`config.mk`:
```
export PLATFORM = sky130hd
export DESIGN_NAME = q2e_cordic_cell
export DESIGN_NICKNAME = d
export VERILOG_FILES = /design/src/hdl/quaternion_to_euler_defines.svh /design/src/hdl/q2e_pkg.sv /design/src/hdl/q2e_cordic_cell.sv
export SDC_FILE = /design/constraint.sdc
export NUM_CORES = 1
export LEC_CHECK = 0
export ABC_AREA = 1
export BUFFER_PORTS_ARGS = -buffer_cell sky130_fd_sc_hd__buf_2
export CORE_MARGIN = 3
export CORE_UTILIZATION = 60
export CTS_CLUSTER_SIZE = 14
export DETAILED_ROUTE_END_ITERATION = 7
export PLACE_DENSITY_LB_ADDON = 0.12
export REMOVE_ABC_BUFFERS = 1
export SETUP_SLACK_MARGIN = 0.3
export SYNTH_ARGS = -nofsm -noshare
export SYNTH_HDL_FRONTEND = slang
export SYNTH_SLANG_ARGS = --single-unit
```
`constraint.sdc`:
```
create_clock -name clk -period 5.75 [get_ports clk]
set_input_delay 0.8625 -clock clk [delete_from_list [all_inputs] [get_ports clk]]
set_output_delay 0.8625 -clock clk [all_outputs]
set_load 0.005 [all_outputs]
```
`src/hdl/quaternion_to_euler_defines.svh`:
```
// assertion macros for the quaternion to euler angle block
`ifndef QUATERNION_TO_EULER_DEFINES_SVH
`define QUATERNION_TO_EULER_DEFINES_SVH
`ifndef SYNTHESIS
`define Q2E_ASSERT_IMP(lbl, ck, rs, ante, cons) \
  lbl: assert property (@(posedge ck) disable iff (rs) (ante) |-> (cons)) \
    else $error("assertion failed");
`define Q2E_ASSERT_NXT(lbl, ck, rs, ante, cons) \
  lbl: assert property (@(posedge ck) disable iff (rs) (ante) |=> (cons)) \
    else $error("assertion failed");
`else
`define Q2E_ASSERT_IMP(lbl, ck, rs, ante, cons)
`define Q2E_ASSERT_NXT(lbl, ck, rs, ante, cons)
`endif
`endif

```
`src/hdl/q2e_pkg.sv`:
```
// shared types, constants and helper functions for the quaternion to euler block
package q2e_pkg;

  localparam int QW       = 16;
  localparam int AF       = 13;
  localparam int WF       = 30;
  localparam int CS       = 16;
  localparam int SW       = 35;
  localparam int CW       = 38;
  localparam int SQ_STEPS = 31;
  localparam int RSH      = WF - AF;

  localparam logic signed [SW-1:0] ONE_Q30     = 35'sd1073741824;
  localparam logic signed [CW-1:0] HALF_PI_Q30 = 38'sd1686629713;
  localparam logic signed [15:0]   PI_OUT      = 16'sd25736;
  localparam logic signed [15:0]   HALF_OUT    = 16'sd12868;

  localparam logic [31:0] ATAN_Q30 [32] = '{
    32'h3243F6A8, 32'h1DAC6705, 32'h0FADBAFC, 32'h07F56EA6, 32'h03FEAB76, 32'h01FFD55B,
    32'h00FFFAAA, 32'h007FFF55, 32'h003FFFEA, 32'h001FFFFD, 32'h000FFFFF, 32'h0007FFFF,
    32'h0003FFFF, 32'h0001FFFF, 32'h0000FFFF, 32'h00007FFF, 32'h00003FFF, 32'h00001FFF,
    32'h00000FFF, 32'h000007FF, 32'h000003FF, 32'h000001FF, 32'h000000FF, 32'h0000007F,
    32'h0000003F, 32'h0000001F, 32'h0000000F, 32'h00000008, 32'h00000004, 32'h00000002,
    32'h00000001, 32'h00000000
  };

  typedef struct packed {
    logic signed [SW-1:0] sr;
    logic signed [SW-1:0] cr;
    logic signed [SW-1:0] sy;
    logic signed [SW-1:0] cy;
    logic signed [SW-1:0] sp;
    logic                 clamped;
  } aux_t;

  typedef struct packed {
    logic [61:0] n;
    logic [32:0] r;
    logic [30:0] q;
  } sqrt_t;

  typedef struct packed {
    logic signed [CW-1:0] x;
    logic signed [CW-1:0] y;
    logic signed [CW-1:0] z;
    logic                 zero;
  } chan_t;

  function automatic chan_t prerot(logic signed [CW-1:0] y, logic signed [CW-1:0] x);
    chan_t c;
    c.zero = (x == '0) && (y == '0);
    c.x = x;
    c.y = y;
    c.z = '0;
    if (x[CW-1]) begin
      if (!y[CW-1]) begin
        c.z = HALF_PI_Q30;
        c.x = y;
        c.y = -x;
      end else begin
        c.z = -HALF_PI_Q30;
        c.x = -y;
        c.y = x;
      end
    end
    return c;
  endfunction

  function automatic logic signed [15:0] to_out(logic signed [CW-1:0] z,
                                                logic signed [15:0] bound);
    logic signed [CW-1:0] s;
    logic signed [CW-1:0] b;
    logic signed [15:0]   v;
    s = (z + (CW'(1) <<< (RSH - 1))) >>> RSH;
    b = CW'(bound);
    if (s > b) v = bound;
    else if (s < -b) v = -bound;
    else v = s[15:0];
    return v;
  endfunction

endpackage

```
`src/hdl/q2e_cordic_cell.sv`:
```
// one vectoring rotation of the angle cordic
module q2e_cordic_cell (
  input  logic           clk,
  input  logic           en,
  input  logic [4:0]     shift,
  input  logic [31:0]    atan,
  input  q2e_pkg::chan_t c_in,
  output q2e_pkg::chan_t c_out
);

  logic signed [q2e_pkg::CW-1:0] xs, ys, a;

  assign xs = c_in.x >>> shift;
  assign ys = c_in.y >>> shift;
  assign a  = q2e_pkg::CW'(atan);

  always_ff @(posedge clk) begin
    if (en) begin
      c_out.zero <= c_in.zero;
      if (!c_in.y[q2e_pkg::CW-1]) begin
        c_out.x <= c_in.x + ys;
        c_out.y <= c_in.y - xs;
        c_out.z <= c_in.z + a;
      end else begin
        c_out.x <= c_in.x - ys;
        c_out.y <= c_in.y + xs;
        c_out.z <= c_in.z - a;
      end
    end
  end

endmodule

```
==> flow_summary.ini <==
[drt]
drt.antenna.violating_nets = 0
dr.pass1.iters = 8
wirelength_um = 66600
first_iter_violations = 3390
dr_total_vias = 21790
avgRoutedWirePerCell_um = 18.84
route.detailed.drc = 2
routed_via_density = 6.166

[finish]
fillCellCount = 2700
drive_gt1_frac = 0.1276
reg_top3 = c_out x115
synthToLayoutAreaGrowth_pct = 12.11
top_register = c_out
n_antenna_cell = 0
largest_reg_flops = 115
nets = 3410
design_area_um2 = 19950

[clock_network]
cts_tree = yes
clk_path_buf_depth = 2
postCtsHoldBufs = 0
cts_max_level = 4
cts_made_buffers = 17
cts_setup_buffers = 0
root_buffer = clkbuf_16
cts.sinks = 115
path_clk_slew_ps = 80
cts-resized-gates = 0

[floorplan]
fp.dieH_um = 178.2
dieWidth_um = 178.2
die_area_um2 = 31770
rows = 62
num_io_pins = 269
start_util = 0.6151
core_area_um2 = 28940

[placement]
place_congestion = 1.061
postPlaceCellArea_um2 = 19380
dp_hpwl_um = 53580
io_buffers = 268

[logic_synthesis]
synthTopCellsByCount = nand2_1, nand3_1, inv_1, nor2_1, a21oi_1
synth_warnings = 0
netlist_instances = 2917
synth_area_leaders = edfxtp_1, nand2_1, nand3_1
yosysSeqAreaShare = 0.1940
syn_area_um2 = 17800
yosys.area.top_type = edfxtp_1
synth.avg_cell_area_um2 = 6.102
synth_top_area_share = 0.1940
synth-edff-count = 115
synthArstFlopShare = 0
synth_seq_cells = 115
synth.distinct_cells = 49
yosysMostFrequentCell = nand2_1
synthFlopType = edfxtp_1

[global_routing]
grt_pass1_vias = 19780
antenna_found_initial = 2
grt_pass1_wl_um = 103000
grt_start_max_net_pins = 68
grt_usage = 0.4068
overflow = 0

[sta]
setup_viol = 0
finalCritPeriodShare = 0.8976
tns_ps = 0
hold_violations = 0
rsz0062_at_grt = no
maxSlewHeadroom = 0.4234
worstMarginPinSlew_ps = 864.9
slew_violations = 0
min_period_ps = 5161
clock.fmax_ghz = 0.1938

[critical_path]
criticalPathCategory = input port to register
cp_cell_sequence = buf_2 -> inv_6 -> buf_12 -> nand3_1 -> nand3_1 -> nand3_1 -> nand2_1 -> nand2_1 -> nand2_1 -> nand2_1 -> nor2_2 -> nand2_1 -> o21ai_0 -> xor2_1 -> ha_1 -> a21oi_1 -> inv_1 -> a31oi_1 -> a21boi_0 -> o21ai_0 -> nand4_1 -> nand2_1 -> xor2_1
slowest_stage = a21boi_0
critPathCaptureType = register
cp.required_ps = 5950
crit_path_max_fanout = 42
arrival_ps = 5360
startpoint_type = input port
critPathMostFrequentCell = nand2_1
worst_path_largest_cell_delay_ps = 490

[job]
cap_viol_max_count = 0

[power_and_ir_drop]
irDropWorstVdd_mv = 0.1560
p_leak_nw = 9.958
powerDensity_nw_per_um2 = 249.5

[worst_hold_path]
hp-class = input port to register
whs_path_depth = 1
hold_start = c_in[0]
min_to = c_out[0]

[run_status]
outcome = complete, but fails checks
violations = DRC
[worst max-delay path: cells and delay by family]
family / cells / cell delay [ps]
XOR/XNOR: 2 / 570
AND/OR/NAND/NOR: 11 / 1290
AO/OA/AOI/OAI: 5 / 1410
buffers and inverters: 4 / 770
adder cells (fa/ha/maj): 1 / 420
[cells in the final DEF (no fill, tap or decap), types with 59 or more instances in the layout]
master	n
a21oi_1	156
nand2_1	886
nand3_1	502
xnor2_1	59
buf_2	267
ha_1	116
nor2_1	243
edfxtp_1	115
o21ai_0	102
inv_1	268
xor2_1	117
[power breakdown]
group | internal, mW | total (mW) | switching [mW]
Combinational | 0.912 | 2.62 | 1.71
Sequential | 1.23 | 1.29 | 0.0543
Clock | 0.606 | 1.07 | 0.467
[worst max-delay path by stage]
stage	startpoint	endpoint	slack [ps]	cells past startpoint
4_1_cts	shift[1]	c_out[110]	830	24
6_report	shift[1]	c_out[71]	590	23
3_5_place_dp	shift[1]	c_out[110]	390	24
3_3_place_gp	shift[1]	c_out[110]	480	24
2_1_floorplan	c_in[76]	c_out[70]	1060	14
5_1_grt	shift[1]	c_out[113]	350	27
[cell families (layout without fill, tap and decap cells)]
kind of cell               count (synthesis)  in the layout  synth area share
xor gates and xnor gates                 176            176           0.08661
AOI/OAI and AO/OA                        374            374            0.1180
DFF                                      115            115            0.1940
and+or+nand+nor                         1756           1756            0.4256
buffers and inverters                    377            610           0.09090
adders and majority gates                119            119           0.08492
[layer usage]
layer,wire length [um],global-route usage
met5,20,0
met4,3327,0.1727
met3,8610,0.09557
met2,29190,0.6475
met1,25450,0.5291
[per-stage QoR]
stage / utilization / std cells / setup slack [ps] / hold slack [ps] / power, mW
final: 0.6896 / 3534 / 588.9 / 605.4 / 4.978
after detailed placement: 0.6697 / 3502 / 393.3 / 1045 / 3.823
after floorplan: - / 2819 / 1061 / 961.4 / 2.894
after global routing: 0.6896 / 3534 / 350.2 / 602.4 / 5.273
after global placement: 0.6697 / 3502 / 484.7 / 1039 / 3.775
after CTS: 0.6895 / 3534 / 825.6 / 590.9 / 4.907
[cell type report]
type / instances / area [um2] / share of cell area
clock buffers: 17 / 425.4 / 0.02132
clock inverters: 15 / 147.6 / 0.007400
inverters: 279 / 1055 / 0.05286
multi-input cells: 2425 / 12730 / 0.6379
flip-flops and latches: 115 / 3453 / 0.1731
well taps: 384 / 480.5 / 0.02408
repair buffers: 299 / 1664 / 0.08340
Power figures use the tool's default switching activity.
