===== src/hdl/quaternion_to_euler_defines.svh =====
// assertion macros for the quaternion to euler angle block
`ifndef QUATERNION_TO_EULER_DEFINES_SVH
`define QUATERNION_TO_EULER_DEFINES_SVH
`ifndef SYNTHESIS
`define Q2E_ASSERT_IMP(lbl, ck, rs, ante, cons) \
  lbl: assert property (@(posedge ck) disable iff (rs) (ante) |-> (cons)) \
    else $error("assertion failed");
`define Q2E_ASSERT_NXT(lbl, ck, rs, ante, cons) \
  lbl: assert property (@(posedge ck) disable iff (rs) (ante) |=> (cons)) \
    else $error("assertion failed");
`else
`define Q2E_ASSERT_IMP(lbl, ck, rs, ante, cons)
`define Q2E_ASSERT_NXT(lbl, ck, rs, ante, cons)
`endif
`endif


===== src/hdl/q2e_pkg.sv =====
// shared types, constants and helper functions for the quaternion to euler block
package q2e_pkg;

  localparam int QW       = 16;
  localparam int AF       = 13;
  localparam int WF       = 30;
  localparam int CS       = 16;
  localparam int SW       = 35;
  localparam int CW       = 38;
  localparam int SQ_STEPS = 31;
  localparam int RSH      = WF - AF;

  localparam logic signed [SW-1:0] ONE_Q30     = 35'sd1073741824;
  localparam logic signed [CW-1:0] HALF_PI_Q30 = 38'sd1686629713;
  localparam logic signed [15:0]   PI_OUT      = 16'sd25736;
  localparam logic signed [15:0]   HALF_OUT    = 16'sd12868;

  localparam logic [31:0] ATAN_Q30 [32] = '{
    32'h3243F6A8, 32'h1DAC6705, 32'h0FADBAFC, 32'h07F56EA6, 32'h03FEAB76, 32'h01FFD55B,
    32'h00FFFAAA, 32'h007FFF55, 32'h003FFFEA, 32'h001FFFFD, 32'h000FFFFF, 32'h0007FFFF,
    32'h0003FFFF, 32'h0001FFFF, 32'h0000FFFF, 32'h00007FFF, 32'h00003FFF, 32'h00001FFF,
    32'h00000FFF, 32'h000007FF, 32'h000003FF, 32'h000001FF, 32'h000000FF, 32'h0000007F,
    32'h0000003F, 32'h0000001F, 32'h0000000F, 32'h00000008, 32'h00000004, 32'h00000002,
    32'h00000001, 32'h00000000
  };

  typedef struct packed {
    logic signed [SW-1:0] sr;
    logic signed [SW-1:0] cr;
    logic signed [SW-1:0] sy;
    logic signed [SW-1:0] cy;
    logic signed [SW-1:0] sp;
    logic                 clamped;
  } aux_t;

  typedef struct packed {
    logic [61:0] n;
    logic [32:0] r;
    logic [30:0] q;
  } sqrt_t;

  typedef struct packed {
    logic signed [CW-1:0] x;
    logic signed [CW-1:0] y;
    logic signed [CW-1:0] z;
    logic                 zero;
  } chan_t;

  function automatic chan_t prerot(logic signed [CW-1:0] y, logic signed [CW-1:0] x);
    chan_t c;
    c.zero = (x == '0) && (y == '0);
    c.x = x;
    c.y = y;
    c.z = '0;
    if (x[CW-1]) begin
      if (!y[CW-1]) begin
        c.z = HALF_PI_Q30;
        c.x = y;
        c.y = -x;
      end else begin
        c.z = -HALF_PI_Q30;
        c.x = -y;
        c.y = x;
      end
    end
    return c;
  endfunction

  function automatic logic signed [15:0] to_out(logic signed [CW-1:0] z,
                                                logic signed [15:0] bound);
    logic signed [CW-1:0] s;
    logic signed [CW-1:0] b;
    logic signed [15:0]   v;
    s = (z + (CW'(1) <<< (RSH - 1))) >>> RSH;
    b = CW'(bound);
    if (s > b) v = bound;
    else if (s < -b) v = -bound;
    else v = s[15:0];
    return v;
  endfunction

endpackage


===== src/hdl/q2e_sqrt_cell.sv =====
// one root digit of the pitch cosine square root
module q2e_sqrt_cell (
  input  logic           clk,
  input  logic           en,
  input  q2e_pkg::sqrt_t s_in,
  input  q2e_pkg::aux_t  a_in,
  output q2e_pkg::sqrt_t s_out,
  output q2e_pkg::aux_t  a_out
);

  logic [34:0] rs;
  logic [34:0] t;

  assign rs = {s_in.r, s_in.n[61:60]};
  assign t  = {2'b00, s_in.q, 2'b01};

  always_ff @(posedge clk) begin
    if (en) begin
      a_out   <= a_in;
      s_out.n <= {s_in.n[59:0], 2'b00};
      if (rs >= t) begin
        s_out.r <= 33'(rs - t);
        s_out.q <= {s_in.q[29:0], 1'b1};
      end else begin
        s_out.r <= rs[32:0];
        s_out.q <= {s_in.q[29:0], 1'b0};
      end
    end
  end

endmodule


===== config.mk =====
export PLATFORM = sky130hd
export DESIGN_NAME = q2e_sqrt_cell
export DESIGN_NICKNAME = d
export VERILOG_FILES = /design/src/hdl/quaternion_to_euler_defines.svh /design/src/hdl/q2e_pkg.sv /design/src/hdl/q2e_sqrt_cell.sv
export SDC_FILE = /design/constraint.sdc
export NUM_CORES = 1
export LEC_CHECK = 0
export BUFFER_PORTS_ARGS = -buffer_cell sky130_fd_sc_hd__buf_2
export CAP_MARGIN = 10
export CELL_PAD_IN_SITES_DETAIL_PLACEMENT = 0
export CELL_PAD_IN_SITES_GLOBAL_PLACEMENT = 2
export CORE_AREA = 2 2 239 241
export CTS_BUF_LIST = sky130_fd_sc_hd__clkbuf_8
export DETAILED_ROUTE_END_ITERATION = 10
export DIE_AREA = 0 0 241 243
export PLACE_DENSITY_LB_ADDON = 0.25
export SLEW_MARGIN = 0
export SYNTH_ARGS = -nofsm -noshare
export SYNTH_HDL_FRONTEND = slang
export SYNTH_SLANG_ARGS = --single-unit

===== constraint.sdc =====
create_clock -name clk -period 2.8 [get_ports clk]
set_input_delay 0.28 -clock clk [delete_from_list [all_inputs] [get_ports clk]]
set_output_delay 0.28 -clock clk [all_outputs]
set_load 0.02 [all_outputs]

==> results of run 1 <==
[worst paths after layout]
| kind | startpoint | to | slack [ns] | cells after the start |
|---|---|---|---|---|
| worst max-delay path | s_in[12] | s_out[41] | 0.04 | 13 |
| worst min-delay path | s_in[41] | s_out[43] | 0.08 | 3 |
[final cells by class]
cell class              count  area [um^2]  area share [%]
repair buffers            999         6789           33.13
clock buffers              56        770.7           3.761
flip-flops and latches    300         9009           43.96
well taps                 756        945.9           4.615
multi-input cells         325         2545           12.42
repair inverters            2        25.02          0.1221
diodes                      2        5.005         0.02442
clock inverters            36        187.7          0.9157
inverters                  51        217.7           1.062
[state kept, by name, summed over array words and instances, names as in the netlist]
signal  cells
a_out     176
s_out     124
[logic make-up (layout without fill, tap and decap cells)]
kind of cell	after synthesis	count (layout)	synth area share (%)
mux	28	28	3.209
fa+ha+maj	33	33	3.506
other cells	1	4	0.03184
flops	300	300	76.50
xor+xnor	24	24	1.785
buf+inv	65	1144	2.837
simple gates	111	111	4.611
compound gates	127	127	7.523
[worst min-delay path, stage by stage]
cell    delay [ns]
buf_2         0.10
buf_4         0.10
mux2_4        0.12
[through the flow]
step / area (um^2) / power (mW) / setup TNS [ns] / util (%) / setup WS [ns]
final: 20490 / 11.91 / 0 / 36.63 / 0.03988
after floorplan: 11780 / 6.692 / 0 / - / 0.09505
after detailed placement: 16400 / 7.819 / -1.730 / 29.31 / -0.1082
after CTS: 20310 / 12.12 / 0 / 36.31 / 0.03379
after global placement: 16400 / 7.818 / -0.7138 / 29.31 / -0.1208
after global routing: 20490 / 12.50 / -0.7911 / 36.63 / -0.05310
[metal layers]
layer	global-route usage (%)	up-vias	share of wire, %
li1	-	4751	-
met3	3.355	92	6.1
met1	16.11	4803	36
met2	30.09	363	54
met4	7.262	4	4.3
met5	0	-	0.055
[where the power goes]
group          total, mW  leakage (nW)  internal (mW)  switching [mW]
clock network       3.82         0.541           1.94            1.88
logic               2.59          5.35           1.14            1.45
registers           5.51          2.94           5.41           0.100
total               11.9          8.83           8.49            3.42
[cells in the final DEF (no fill, tap or decap), types with 7 or more instances in the layout]
master and n:
nand3_1 12, a21oi_1 32, buf_4 97, o211ai_1 10, o21a_1 7, nor3_1 11, clkbuf_8 56, dlygate4sd3_1 295
clkinv_1 14, o21ai_0 17, edfxtp_1 300, ha_1 28, nand2_1 30, buf_2 602, mux2_4 18, xnor2_1 22
nor2_1 26, a21oi_2 8, inv_1 64
[repair_timing]
item                                    CTS  global route
endpoints found under the setup margin    0            28
resized for setup                         0            27
buffers inserted                          0             4
hold endpoints to repair                295             0
hold buffers                            295             0
==> flow_results.xml, run 1 <==
<?xml version="1.0" encoding="UTF-8"?>
<metrics>
  <group name="outcome">
    <metric name="status" unit="">finished clean</metric>
  </group>
  <group name="die">
    <metric name="die-width" unit="um">241</metric>
    <metric name="die-area" unit="mm^2">0.05856</metric>
    <metric name="floorplan.initialDensity" unit="%">21.05</metric>
    <metric name="coreArea" unit="mm^2">0.05595</metric>
    <metric name="die_h" unit="um">243</metric>
    <metric name="design.portCount" unit="">606</metric>
    <metric name="floorplan.rows" unit="">87</metric>
  </group>
  <group name="sta">
    <metric name="tightestPinTransition" unit="ns">0.5680</metric>
    <metric name="hold_viol_final" unit="">0</metric>
    <metric name="final-setup-viol-count" unit="">0</metric>
    <metric name="finalCritPeriodShare" unit="%">98.58</metric>
    <metric name="setup_repair_after_global_routing_missed_its_margin" unit="">true</metric>
    <metric name="max_freq" unit="MHz">362.3</metric>
    <metric name="hold-worst-slack" unit="ns">0.08270</metric>
    <metric name="timing.slew.headroom" unit="%">61.15</metric>
    <metric name="period_needed" unit="ns">2.760</metric>
    <metric name="finalMaxSlewViolations" unit="">0</metric>
  </group>
  <group name="min_path">
    <metric name="timing.hold.worst.class" unit="">input port to register</metric>
  </group>
  <group name="placed_design">
    <metric name="io_buffer_count" unit="">603</metric>
    <metric name="gp_congestion" unit="">0.8319</metric>
    <metric name="place_inst" unit="">2132</metric>
    <metric name="detailedPlacementHpwl" unit="um">37210</metric>
  </group>
  <group name="synthesis">
    <metric name="synth_async_sr_flop_share" unit="%">0</metric>
    <metric name="post_synth_instance_area" unit="mm^2">0.01178</metric>
    <metric name="synth.largest_area_cell" unit="">edfxtp_1</metric>
    <metric name="synth_cell_type_count" unit="">60</metric>
    <metric name="synth.most_common_cell" unit="">edfxtp_1</metric>
    <metric name="yosysWarningCount" unit="">0</metric>
    <metric name="synthTopCellsByCount" unit="">300 x edfxtp_1, 50 x inv_1, 37 x a21oi_1</metric>
    <metric name="synth_enable_flop_cells" unit="">300</metric>
    <metric name="yosysTopAreaCellShare" unit="%">76.50</metric>
    <metric name="synth_top_flop_cell" unit="">edfxtp_1</metric>
    <metric name="average_cell_area_after_synthesis" unit="um^2">17.09</metric>
    <metric name="number_of_standard_cells_after_synthesis" unit="">689</metric>
    <metric name="synth_area_leaders" unit="">edfxtp_1 76%, ha_1 3.5%, mux2_4 2.3%</metric>
    <metric name="seq_area_frac_synth" unit="%">76.50</metric>
    <metric name="synth-seq-cells" unit="">300</metric>
  </group>
  <group name="routing">
    <metric name="detail_routed_via_count_per_cell" unit="">3.962</metric>
    <metric name="antenna_violating_nets_post_route" unit="">0</metric>
    <metric name="drc" unit="">0</metric>
    <metric name="route.final.wire_length" unit="um">48760</metric>
    <metric name="routed_wire_length_per_instance" unit="um">19.30</metric>
    <metric name="via_count" unit="">10013</metric>
    <metric name="dr.first_iter.drc_count" unit="">343</metric>
    <metric name="drt_first_pass_iters" unit="">5</metric>
  </group>
  <group name="critical_path">
    <metric name="worst-endpoint-arrival" unit="ns">3.13</metric>
    <metric name="critPathSlowestCell" unit="">dlygate4sd3_1</metric>
    <metric name="cp.required" unit="ns">3.17</metric>
    <metric name="largest_fanout_of_any_net_on_the_critical_path" unit="">13</metric>
    <metric name="worst_path_dominant_cell_family" unit="">buffers and inverters</metric>
    <metric name="worst_setup_path_start_kind" unit="">input port</metric>
    <metric name="critPathBufInv" unit="">5</metric>
    <metric name="setup.worst_path.end_class" unit="">register</metric>
    <metric name="category_of_the_critical_setup_timing_path" unit="">input port to register</metric>
    <metric name="crit_path_cell_trace" unit="">dlygate4sd3_1 -&gt; buf_2 -&gt; inv_1 -&gt; ha_1 -&gt; buf_4 -&gt; nand2_1 -&gt; o21ai_0 -&gt; a21oi_2 -&gt; o2111ai_4 -&gt; a41oi_4 -&gt; o21a_4 -&gt; clkinv_16 -&gt; mux2_4</metric>
    <metric name="cp_slowest_stage_delay" unit="ns">0.56</metric>
  </group>
  <group name="clock_tree">
    <metric name="clk_transition_reported_paths" unit="ns">0.05</metric>
    <metric name="clockBufferDepth" unit="">3</metric>
    <metric name="clock_sinks" unit="">300</metric>
    <metric name="clk_root_buffer_cell" unit="">clkbuf_8</metric>
    <metric name="tritoncts" unit="">yes</metric>
    <metric name="cts_buffers" unit="">56</metric>
    <metric name="cts_max_level" unit="">2</metric>
  </group>
  <group name="layout">
    <metric name="area_delta_synth_final" unit="%">74.03</metric>
    <metric name="final-instance-count-excl-fill" unit="">2527</metric>
    <metric name="layout.filler_cells" unit="">5598</metric>
    <metric name="drive_above_1_share" unit="%">46.58</metric>
    <metric name="finish.net_count" unit="">2072</metric>
  </group>
  <group name="grt">
    <metric name="grt_start_max_net_pins" unit="">63</metric>
    <metric name="global_route_congestion_overflow_total" unit="">0</metric>
    <metric name="grt_util_all_layers" unit="%">15.76</metric>
    <metric name="grt_pass1_vias" unit="">10865</metric>
    <metric name="antenna_found_initial" unit="">4</metric>
    <metric name="grt_pass1_wl" unit="um">67850</metric>
  </group>
  <group name="flow_run">
    <metric name="max-cap-violations" unit="">0</metric>
  </group>
  <group name="power">
    <metric name="p_per_area" unit="mW/mm^2">581.1</metric>
    <metric name="worst_ir_drop_vdd" unit="uV">305.9</metric>
    <metric name="static-leakage-power" unit="nW">8.829</metric>
  </group>
</metrics>
(Power assumes the default switching activity.)
==> run 2: changes to the inputs <==
--- a/config.mk
+++ b/config.mk
@@ -9,11 +9,11 @@
 export CAP_MARGIN = 10
 export CELL_PAD_IN_SITES_DETAIL_PLACEMENT = 0
 export CELL_PAD_IN_SITES_GLOBAL_PLACEMENT = 2
-export CORE_AREA = 2 2 239 241
+export CORE_AREA = 3 3 234 236
 export CTS_BUF_LIST = sky130_fd_sc_hd__clkbuf_8
 export DETAILED_ROUTE_END_ITERATION = 10
-export DIE_AREA = 0 0 241 243
-export PLACE_DENSITY_LB_ADDON = 0.25
+export DIE_AREA = 0 0 237 239
+export PLACE_DENSITY_LB_ADDON = 0.1
 export SLEW_MARGIN = 0
 export SYNTH_ARGS = -nofsm -noshare
 export SYNTH_HDL_FRONTEND = slang
==> constraint.sdc (replaced) <==
create_clock -name clk -period 2.7 [get_ports clk]
set_input_delay 0.27 -clock clk [delete_from_list [all_inputs] [get_ports clk]]
set_output_delay 0.27 -clock clk [all_outputs]
set_load 0.02 [all_outputs]
==> flow_results.xml, run 2 (synthesized netlist as in run 1, its figures left out) <==
<?xml version="1.0" encoding="UTF-8"?>
<metrics>
  <group name="power">
    <metric name="static-leakage-power" unit="nW">8.961</metric>
    <metric name="seqPwrFrac" unit="%">44.9</metric>
    <metric name="total_power" unit="mW">12.71</metric>
    <metric name="cell_internal_pwr" unit="mW">9.125</metric>
    <metric name="netSwitchingPower" unit="mW">3.583</metric>
    <metric name="share_comb_of_total_power" unit="%">21.1</metric>
    <metric name="clockPowerShare" unit="%">34.0</metric>
    <metric name="p_per_area" unit="mW/mm^2">618.9</metric>
    <metric name="power_switching_share" unit="%">28.19</metric>
    <metric name="worst_ir_drop_vdd" unit="uV">364.1</metric>
  </group>
  <group name="sta">
    <metric name="timing.slew.headroom" unit="%">57.51</metric>
    <metric name="fin_ws" unit="ns">0.04065</metric>
    <metric name="setup_repair_after_global_routing_missed_its_margin" unit="">true</metric>
    <metric name="final-setup-viol-count" unit="">0</metric>
    <metric name="tightestPinTransition" unit="ns">0.6213</metric>
    <metric name="finalMaxSlewViolations" unit="">0</metric>
    <metric name="finalCritPeriodShare" unit="%">98.49</metric>
    <metric name="setup-tns-final" unit="ns">0</metric>
    <metric name="hold_viol_final" unit="">0</metric>
    <metric name="period_needed" unit="ns">2.659</metric>
    <metric name="max_freq" unit="MHz">376.0</metric>
  </group>
  <group name="outcome">
    <metric name="status" unit="">finished clean</metric>
  </group>
  <group name="layout">
    <metric name="largest_register" unit="">a_out</metric>
    <metric name="area_delta_synth_final" unit="%">74.37</metric>
    <metric name="post-route-cell-area" unit="mm^2">0.02053</metric>
    <metric name="drive_above_1_share" unit="%">46.36</metric>
    <metric name="finish.net_count" unit="">2083</metric>
    <metric name="layout.filler_cells" unit="">5282</metric>
    <metric name="final_common_cell" unit="">buf_2</metric>
    <metric name="layout.core_utilization" unit="%">39.00</metric>
    <metric name="reg_top3" unit="">a_out: 176 flops, s_out: 124 flops</metric>
    <metric name="layout_common_cells" unit="">602 x buf_2, 300 x edfxtp_1, 295 x dlygate4sd3_1</metric>
    <metric name="largest_reg_flops" unit="">176</metric>
  </group>
  <group name="die">
    <metric name="floorplan.rows" unit="">84</metric>
    <metric name="floorplan.initialDensity" unit="%">22.36</metric>
    <metric name="design.portCount" unit="">606</metric>
    <metric name="die-width" unit="um">237</metric>
    <metric name="die-area" unit="mm^2">0.05664</metric>
    <metric name="die_h" unit="um">239</metric>
    <metric name="coreArea" unit="mm^2">0.05266</metric>
  </group>
  <group name="critical_path">
    <metric name="largest_fanout_of_any_net_on_the_critical_path" unit="">26</metric>
    <metric name="cp_slowest_stage_delay" unit="ns">0.56</metric>
    <metric name="setup.worst_path.end_class" unit="">register</metric>
    <metric name="critPathSlowestCell" unit="">dlygate4sd3_1</metric>
    <metric name="crit_path_cell_trace" unit="">dlygate4sd3_1 -&gt; buf_2 -&gt; ha_2 -&gt; inv_1 -&gt; o311ai_2 -&gt; a21oi_2 -&gt; buf_4 -&gt; o2111ai_2 -&gt; a41oi_4 -&gt; o21a_4 -&gt; inv_16 -&gt; mux2_2</metric>
    <metric name="cp.required" unit="ns">3.07</metric>
    <metric name="category_of_the_critical_setup_timing_path" unit="">input port to register</metric>
    <metric name="worst_setup_path_start_kind" unit="">input port</metric>
    <metric name="worst_path_dominant_cell_family" unit="">buffers and inverters</metric>
    <metric name="critPathBufInv" unit="">5</metric>
    <metric name="worst-endpoint-arrival" unit="ns">3.03</metric>
  </group>
  <group name="clock_tree">
    <metric name="cts_buffers" unit="">57</metric>
    <metric name="clk_root_buffer_cell" unit="">clkbuf_8</metric>
    <metric name="clk_transition_reported_paths" unit="ns">0.06</metric>
    <metric name="cts_max_level" unit="">2</metric>
    <metric name="clock_sinks" unit="">300</metric>
    <metric name="tritoncts" unit="">yes</metric>
    <metric name="clockBufferDepth" unit="">3</metric>
  </group>
  <group name="routing">
    <metric name="via_count" unit="">10009</metric>
    <metric name="drc" unit="">0</metric>
    <metric name="drt_first_pass_iters" unit="">6</metric>
    <metric name="route.final.wire_length" unit="um">50600</metric>
    <metric name="dr.first_iter.drc_count" unit="">392</metric>
    <metric name="routed_wire_length_per_instance" unit="um">20.42</metric>
    <metric name="detail_routed_via_count_per_cell" unit="">4.039</metric>
    <metric name="antenna_violating_nets_post_route" unit="">0</metric>
  </group>
  <group name="grt">
    <metric name="grt_pass1_vias" unit="">10532</metric>
    <metric name="global_route_congestion_overflow_total" unit="">0</metric>
    <metric name="grt_util_all_layers" unit="%">17.01</metric>
    <metric name="antenna_found_initial" unit="">4</metric>
    <metric name="grt_pass1_wl" unit="um">71590</metric>
    <metric name="grt_start_max_net_pins" unit="">59</metric>
  </group>
  <group name="min_path">
    <metric name="timing.hold.worst.class" unit="">input port to register</metric>
  </group>
  <group name="flow_run">
    <metric name="max-cap-violations" unit="">0</metric>
  </group>
  <group name="placed_design">
    <metric name="io_buffer_count" unit="">603</metric>
    <metric name="detailedPlacementHpwl" unit="um">39590</metric>
    <metric name="dp_worst_slack" unit="ns">-0.1834</metric>
    <metric name="detailed_place.area" unit="mm^2">0.01643</metric>
    <metric name="gp_congestion" unit="">0.7745</metric>
  </group>
</metrics>
-- run 2: cell types whose count changed in the layout (fill, tap and decap cells not counted), sizes merged --
cell      change
inv           +4
buf          +12
clkbuf        +1
bufinv        +3
clkinvlp      -1
-- run 2: worst paths after layout --
check	start	slack, ns	cells after the start	endpoint
hold / removal	s_in[124]	0.09	3	s_out[31]
setup / recovery	s_in[52]	0.04	12	s_out[34]
-- run 2: per-stage QoR --
step	hold WS [ns]	cells
floorplan	0.3689	690
global placement	0.4462	2077
detailed placement	0.4482	2077
CTS	0.01431	2473
global route	0.03176	2478
finish	0.09104	2478
-- run 2: timing repair --
item	4_1_cts	5_1_grt
setup buffers	0	3
hold buffers	295	0
hold endpoints to repair	295	0
endpoints found under the setup margin	0	26
gates resized for setup	0	15
-- run 2: power groups by stage --
stage / Combinational (mW) / Clock [mW] / Sequential (mW)
final: 2.68 / 4.32 / 5.71
after global routing: 2.88 / 4.73 / 5.74
after CTS: 2.72 / 4.52 / 5.71
after detailed placement: 2.33 / 0 / 5.80
after global placement: 2.34 / 0 / 5.80
after floorplan: 0.590 / 0 / 6.35
-- run 2: layer usage --
metal / GRT usage, % / vias up / part of all wire [%]
met4: 5.131 / 4 / 2.7
met2: 31.41 / 358 / 53
met1: 19.43 / 4770 / 38
met3: 4.061 / 87 / 5.7
li1: - / 4790 / -
met5: 0 / - / 0.053
-- run 2: layout make-up --
| class | instances | area [um^2] | area share [%] |
|---|---|---|---|
| antenna | 2 | 5.005 | 0.02437 |
| clock buffer | 57 | 784.5 | 3.820 |
| inverter | 51 | 207.7 | 1.011 |
| timing repair buffer | 1011 | 6892 | 33.56 |
| tap | 688 | 860.8 | 4.192 |
| sequential | 300 | 9009 | 43.87 |
| clock inverter | 44 | 281.5 | 1.371 |
| multi-input combinational | 325 | 2495 | 12.15 |
